==> src/rtl/lphc_pkg.sv <==
// Shared constants, widths and control/status types for the hash counter.
package lphc_pkg;

    localparam int TABLE_DEPTH_DEF = 1024;
    localparam int COUNT_BITS_DEF  = 16;

    localparam int KEY_W     = 31;
    localparam int SLOT_W    = 11;
    localparam int THR_W     = 16;
    localparam int OUT_CNT_W = 16;
    localparam int CFG_W     = 16;
    localparam int CFG_IDX_W = 1;
    localparam int MULT_W    = 20;
    localparam int PROD_W    = KEY_W + MULT_W;
    localparam int DIV_CNT_W = $clog2(PROD_W + 1);

    localparam logic [MULT_W-1:0] HASH_MULT = 20'd1000003;
    localparam logic [SLOT_W-1:0] SLOTS_RESET = 11'd1024;
    localparam logic [THR_W-1:0]  THR_RESET   = 16'd1;

    localparam logic [CFG_IDX_W-1:0] REG_TABLE_SLOTS = 1'd0;
    localparam logic [CFG_IDX_W-1:0] REG_THRESHOLD   = 1'd1;

    localparam logic CMD_COUNT = 1'b0;
    localparam logic CMD_CLEAR = 1'b1;

    typedef struct packed {
        logic capture;
        logic div_step;
        logic sweep_write;
        logic mem_read;
        logic probe_next;
        logic slot_write;
        logic result_load;
    } lphc_cmd_t;

    typedef struct packed {
        logic is_clear;
        logic div_done;
        logic sweep_last;
        logic hit;
        logic probe_last;
        logic out_free;
    } lphc_status_t;

endpackage

==> src/rtl/lphc_ctrl.sv <==
// Sequencer for the hash counter: reset sweep, hashing, probing, clear and result hand-off.
module lphc_ctrl
    import lphc_pkg::*;
(
    input  logic         clk,
    input  logic         rst_n,
    input  logic         in_valid,
    output logic         in_stall,
    input  lphc_status_t st,
    output lphc_cmd_t    cmd
);

    typedef enum logic [6:0] {
        ST_INIT  = 7'b0000001,
        ST_IDLE  = 7'b0000010,
        ST_DIV   = 7'b0000100,
        ST_CLEAR = 7'b0001000,
        ST_READ  = 7'b0010000,
        ST_CHECK = 7'b0100000,
        ST_DONE  = 7'b1000000
    } state_t;

    state_t state_reg;
    state_t state_next;

    always_ff @(posedge clk or negedge rst_n)
    begin
        if (!rst_n)
        begin
            state_reg <= ST_INIT;
        end
        else
        begin
            state_reg <= state_next;
        end
    end

    assign in_stall = (state_reg != ST_IDLE);

    always_comb
    begin
        state_next = state_reg;
        cmd        = '0;
        case (state_reg)
            ST_INIT:
            begin
                cmd.sweep_write = 1'b1;
                if (st.sweep_last)
                begin
                    state_next = ST_IDLE;
                end
            end
            ST_IDLE:
            begin
                if (in_valid)
                begin
                    cmd.capture = 1'b1;
                    state_next  = ST_DIV;
                end
            end
            ST_DIV:
            begin
                if (st.is_clear)
                begin
                    state_next = ST_CLEAR;
                end
                else if (st.div_done)
                begin
                    state_next = ST_READ;
                end
                else
                begin
                    cmd.div_step = 1'b1;
                end
            end
            ST_CLEAR:
            begin
                cmd.sweep_write = 1'b1;
                if (st.sweep_last)
                begin
                    state_next = ST_DONE;
                end
            end
            ST_READ:
            begin
                cmd.mem_read = 1'b1;
                state_next   = ST_CHECK;
            end
            ST_CHECK:
            begin
                if (st.hit)
                begin
                    cmd.slot_write = 1'b1;
                    state_next     = ST_DONE;
                end
                else if (st.probe_last)
                begin
                    state_next = ST_DONE;
                end
                else
                begin
                    cmd.probe_next = 1'b1;
                    state_next     = ST_READ;
                end
            end
            ST_DONE:
            begin
                if (st.out_free)
                begin
                    cmd.result_load = 1'b1;
                    state_next      = ST_IDLE;
                end
            end
            default:
            begin
                state_next = ST_INIT;
            end
        endcase
    end

endmodule

==> config.mk <==
export PLATFORM = sky130hd
export DESIGN_NAME = lphc_ctrl
export DESIGN_NICKNAME = d
export VERILOG_FILES = /design/src/rtl/lphc_pkg.sv /design/src/rtl/lphc_ctrl.sv
export SDC_FILE = /design/constraint.sdc
export NUM_CORES = 1
export LEC_CHECK = 0
export ABC_AREA = 1
export BUFFER_PORTS_ARGS = -buffer_cell sky130_fd_sc_hd__buf_2
export CAP_MARGIN = 20
export CELL_PAD_IN_SITES_DETAIL_PLACEMENT = 0
export CELL_PAD_IN_SITES_GLOBAL_PLACEMENT = 1
export CORE_AREA = 5 5 46 48
export CTS_BUF_LIST = sky130_fd_sc_hd__clkbuf_2
export DETAILED_ROUTE_END_ITERATION = 8
export DIE_AREA = 0 0 51 53
export MAX_ROUTING_LAYER = met4
export PLACE_DENSITY = 0.77
export SKIP_LAST_GASP = 1
export SYNTH_ARGS = -nofsm -noshare
export SYNTH_HDL_FRONTEND = slang
export SYNTH_SLANG_ARGS = --single-unit
==> constraint.sdc <==
create_clock -name clk -period 1.5 [get_ports clk]
set_input_delay 0.075 -clock clk [delete_from_list [all_inputs] [get_ports clk]]
set_output_delay 0.075 -clock clk [all_outputs]
set_load 0.005 [all_outputs]
==> summary.txt, run 1 <==
Run status
  – Status: completed

Yosys
  – Mapped cell area: 520 um^2
  – Syn Inst Count: 78
  – Ys Warns: 0
  – Syn_area_per_cell: 6.67 um^2
  – Sequential share of the synthesized area: 33.9%
  – Synth unique cells: 17
  – Net Count, Synth: 87
  – Yosys reg bits: 7

Routing
  – DR vias/cell: 4.73
  – Antenna Violating Nets Remaining: 0
  – Pre-antenna DRT Iters: 4
  – Avg WL per Cell: 10.6 um
  – Vias post-DR: 549
  – DRC: 0
  – Drt initial violations: 16
  – WL final: 1220 um

Power
  – Worst vdd ir: 0.000455 V
  – Leak Pwr: 0.409 nW
  – PD cells: 1170 nW/um^2

Place
  – Number of port buffers: 16
  – Gpl congestion: 0.783
  – DP HPWL: 1040 um
  – Placed cell area: 622 um^2

Global routing
  – Grt ovf: 0
  – Most Crowded Layer GR: met2
  – Initial antenna violation count: 0
  – Met1 usage: 10.9%
  – Vias in the first global route: 572
  – Pin count of the biggest net entering global routing: 8
  – Met3 Use GR: 0%
  – First-pass GRT wire length: 2150 um
  – All-layer global routing usage: 11.2%
  – Grt met2 use: 20.2%

Critical path
  – Worst Setup EP: cmd[4]
  – CP max stage delay: 0.55 ns
  – Critical path class: reg -> out
  – Reg2reg setup slack: 0.22 ns
  – CP cell instances: nand2_1 > nor2_1 > nand2_2 > nand2_2 > buf_2
  – Cell repeated most along the worst path: nand2_2
  – Slowest-stage cell, CP: dfstp_2
  – Worst EP required: 1.42 ns
  – CP delay by family, top: flip-flops
  – RR Startpoint: state_reg[0]
  – Worst Reg-to-Reg Cells: 7
  – Startpoint Class: flip-flop
  – Critical path depth: 5
  – Critical Path AT: 1.31 ns
  – Critical path buffers and inverters: 1
  – Worst Path Max Fanout: 3
  – Critical Path Source: state_reg[0]
  – CP Capture Type: output port
  – Crit Reg-Reg Endpoint: state_reg[6]

STA
  – Max Slew Vio Count: 0
  – Period utilization: 92.4%
  – Clk_skew: 0.000467 ns
  – Unrepaired setup endpoints after global routing: no
  – Fin crit period: 1.39 ns
  – Total negative slack: 0 ns
  – Slew @ Worst Pin: 0.194 ns
  – Final-report hold violation count: 0
  – Slew Limit Headroom: 87.0%
  – Setup violators final: 0
  – FMAX: 0.722 GHz

Final layout
  – Max FFs per register: 7
  – Filler cell count: 178
  – Most common cell after layout, fill and taps aside: buf_2
  – Share of cells above drive strength 1: 41.4%
  – Nets: 109
  – Most frequent cells in the layout: buf_2 (16), inv_1 (12), nand2_1 (12), nor2_1 (12)
  – Antenna diode count: 0
  – Final Cell Area: 664 um^2
  – Syn-to-layout area delta: 27.6%

CTS
  – Total CTS buffers: 3
  – # Post-CTS Setup Buffers: 0
  – CTS clk-pin slew, worst paths: 0.07 ns
  – Clock Latency Late Sink: 0.23 ns
  – Clock sinks: 7
  – H-tree levels: 1
  – CTS Buffer Depth: 2
  – CTS tree: done
  – Root Driver: clkbuf_2

Floorplanning
  – Io pins: 17
  – Die Ht: 53 um
  – Core ar.: 1670 um^2
  – Die X: 51 um
  – Die area: 2700 um^2
  – # rows: 15
  – Starting Density: 31.2%

Job
  – Max Cap Violations: 0

Hold path
  – Hold path start: st[3]
  – Hold crit path type: in -> reg
[cell type report]
type                    count  area (um^2)  share of cell area [%]
clock buffers               4         20.0                    3.01
inverters                  19         71.3                    10.7
multi-input cells          52          285                    42.9
flip-flops and latches      7          176                    26.6
well taps                  17         21.3                    3.20
repair buffers             17         90.1                    13.6
[routing by layer]
layer / vias up / wire length, um / part of all wire [%]
met4: 0 / 45 / 3.7
met1: 243 / 507 / 41
met2: 14 / 640 / 52
li1: 288 / - / -
met5: - / 0 / 0
met3: 4 / 31 / 2.5
[power by group]
part	switching, mW	total (mW)	internal (mW)
Clock	0.0695	0.140	0.0708
Sequential	0.0250	0.259	0.234
Combinational	0.234	0.380	0.146
[cell usage after synthesis]
master	count	area, um^2
nor2_1	12	45.0
nand4_1	4	25.0
nor2_2	1	6.26
nand3_1	7	35.0
nand2_4	1	11.3
dfstp_2	1	26.3
inv_1	12	45.0
nand3_2	1	10.0
inv_2	7	26.3
o22ai_1	2	12.5
o21ai_1	1	5.00
nand2_1	12	45.0
nor2_4	2	22.5
o21ai_0	1	5.00
nand2_2	7	43.8
dfrtp_1	6	150
or2_2	1	6.26
[what timing repair did]
action,in CTS,in global routing
hold endpoints to repair,7,0
hold buffers,1,0
resized for setup,0,2
endpoints found under the setup margin,0,1
[metrics by stage]
stage                     instances  hold slack, ns  util (%)  total power, mW  worst slack [ns]
after floorplan                  78          -0.221         -            0.539             0.340
after CTS                       116          0.0521      39.0            0.785            0.0952
after detailed placement        111         -0.0846      37.2            0.640             0.238
after global routing            116          0.0589      39.8            0.855            0.0184
final                           116          0.0607      39.8            0.780             0.114
after global placement          111         -0.0814      37.2            0.634             0.276
[worst reg2reg max path, cell delays in order, from the launching register on]
cell	delay [ns]
dfstp_2	0.55
nand2_1	0.05
nor2_1	0.18
nand2_2	0.10
nand2_2	0.09
nand2_2	0.06
nand4_1	0.08
nand2_1	0.06
[how the worst min path moves through the flow]
stage	endpoint	slack [ns]	cells past startpoint
after global routing	state_reg[3]	0.06	2
after global placement	state_reg[5]	-0.08	1
after floorplan	state_reg[1]	-0.22	0
after CTS	state_reg[3]	0.05	2
after detailed placement	state_reg[5]	-0.08	1
final	state_reg[3]	0.06	2
[logic make-up after synthesis]
family          synth area share [%]
compound gates                  4.32
buf+inv                         13.7
flops                           33.9
simple gates                    48.1
Note: power is estimated with default switching activity, not from simulation.
==> inputs of run 2 (changes only) <==
Settings changed: MAX_ROUTING_LAYER met4 to not set, SETUP_SLACK_MARGIN set to 0.5.
==> run 2 against run 1 <==
Clock skew up 0.0032 ns. Cell count up 11%. Setup slack worse by 0.0015 ns. Sequential share of layout area down 5.7 points. Clock power up 14%. Largest power group unchanged. Critical path depth up 1. Maximum frequency down 0.11%. Sequential power up 2%. Combinational power up 49%. Global-route usage up 2.8 points. Flip-flop and latch count unchanged. Register-to-register slack worse by 0.03 ns.
==> summary.txt, run 2 (synthesis results as in run 1) <==
Run status
  – Status: completed

Global routing
  – Initial antenna violation count: 0
  – Grt met2 use: 27.0%
  – Vias in the first global route: 630
  – Met1 usage: 13.7%
  – First-pass GRT wire length: 2730 um
  – Pin count of the biggest net entering global routing: 8
  – Met3 Use GR: 1.41%
  – All-layer global routing usage: 14.0%
  – Most Crowded Layer GR: met2
  – Grt ovf: 0

Place
  – DP HPWL: 1040 um
  – Number of port buffers: 16
  – Placed cell area: 629 um^2
  – Gpl congestion: 0.762

Floorplanning
  – Io pins: 17
  – # rows: 15
  – Die Ht: 53 um
  – Core ar.: 1670 um^2
  – Starting Density: 31.2%
  – Die X: 51 um
  – Die area: 2700 um^2

STA
  – Slew @ Worst Pin: 0.182 ns
  – Setup violators final: 0
  – Total negative slack: 0 ns
  – Max Slew Vio Count: 0
  – Slew Limit Headroom: 87.9%
  – Fin crit period: 1.39 ns
  – FMAX: 0.721 GHz
  – Final-report hold violation count: 0
  – Period utilization: 92.5%
  – Clk_skew: 0.00366 ns
  – Unrepaired setup endpoints after global routing: yes

CTS
  – H-tree levels: 1
  – Root Driver: clkbuf_2
  – CTS tree: done
  – Total CTS buffers: 3
  – Clock sinks: 7
  – CTS Buffer Depth: 2
  – CTS clk-pin slew, worst paths: 0.09 ns
  – Clock Latency Late Sink: 0.26 ns

Final layout
  – Max FFs per register: 7
  – Antenna diode count: 0
  – Nets: 122
  – Syn-to-layout area delta: 62.3%
  – Final Cell Area: 845 um^2
  – Most frequent cells in the layout: buf_2 (15), inv_2 (10), nand2_1 (10), inv_1 (9), buf_4 (9)
  – Most common cell after layout, fill and taps aside: buf_2
  – Share of cells above drive strength 1: 64.3%
  – Filler cell count: 156

Routing
  – Antenna Violating Nets Remaining: 0
  – Drt initial violations: 18
  – DRC: 0
  – Vias post-DR: 613
  – Avg WL per Cell: 13.2 um
  – WL final: 1700 um
  – DR vias/cell: 4.75
  – Pre-antenna DRT Iters: 4

Critical path
  – Cell repeated most along the worst path: nand2_2
  – Critical Path AT: 1.31 ns
  – CP cell instances: inv_2 > nand2_4 > nor2_4 > nand2_2 > nand2_2 > buf_6
  – Critical path class: reg -> out
  – Worst EP required: 1.42 ns
  – Slowest-stage cell, CP: dfrtp_1
  – CP Capture Type: output port
  – Startpoint Class: flip-flop
  – CP max stage delay: 0.41 ns
  – Worst Path Max Fanout: 4

Power
  – Logic pwr share: 57.3%
  – PD cells: 1170 nW/um^2
  – Cell Int Power: 0.566 mW
  – Net Switching: 0.423 mW
  – Clock power frac: 16.0%
  – Leak Pwr: 0.500 nW
  – Switching Fraction: 42.7%
  – Worst vdd ir: 0.000721 V
  – Seq pwr share: 26.7%

Hold path
  – Hold crit path type: in -> reg

Job
  – Max Cap Violations: 0
[run 2: changes by cell type in the layout (fill, tap and decap cells not counted), moves of 5 or more]
cell,before,now
nand3_2,0,6
buf_4,0,9
buf_6,0,5
nor2_2,0,5
nor2_1,12,7
nand3_1,7,2
[run 2: area by class of cell]
cell class	count	area [um^2]	area share, %
repair buffers	30	209	24.7
multi-input cells	52	347	41.0
flip-flops and latches	7	176	20.9
well taps	17	21.3	2.52
inverters	19	71.3	8.44
clock buffers	4	20.0	2.37
[run 2: timing repair]
item | 4_1_cts | 5_1_grt
setup endpoints to repair | 15 | 15
pin swaps | 11 | 10
resized for setup | 15 | 8
hold buffers | 1 | 0
hold endpoints to repair | 7 | 0
buffers inserted | 12 | 1
[run 2: layer usage]
layer | vias up | wire length, um
li1 | 306 | -
met1 | 278 | 615
met2 | 24 | 946
met3 | 5 | 93
met4 | 0 | 46
met5 | - | 0
[run 2: through the flow]
step                cells  setup slack, ns  hold slack [ns]  total power, mW  util, %
finish                129            0.113           0.0384            0.989     50.6
CTS                   128            0.157           0.0311            0.902     48.1
global route          129           0.0286           0.0222             1.06     50.6
floorplan              78            0.387           -0.221            0.556        -
detailed placement    111            0.276          -0.0763            0.657     37.7
global placement      111            0.300          -0.0767            0.658     37.7
[run 2: worst paths after layout]
check | from | to | slack (ns) | cells past startpoint
setup / recovery | state_reg[4] | cmd[4] | 0.11 | 6
hold reg to reg | state_reg[0] | state_reg[0] | 0.60 | 4
min in group asynchronous | rst_n | state_reg[5] | 0.19 | 2
setup reg to reg | state_reg[4] | state_reg[1] | 0.19 | 9
hold / removal | st[3] | state_reg[3] | 0.04 | 2
max in group asynchronous | rst_n | state_reg[0] | 1.07 | 2
[run 2: power by group through the flow]
stage	logic (mW)	clock network [mW]	registers, mW
2_1_floorplan	0.295	0	0.261
3_3_place_gp	0.392	0	0.266
3_5_place_dp	0.390	0	0.268
4_1_cts	0.484	0.154	0.264
5_1_grt	0.620	0.174	0.268
6_report	0.567	0.159	0.264
[run 2: worst max-delay path: cells and delay by family, from the launching register on]
family / cells / cell delay, ns
and+or+nand+nor: 4 / 0.45
DFF: 1 / 0.41
buffers and inverters: 2 / 0.20
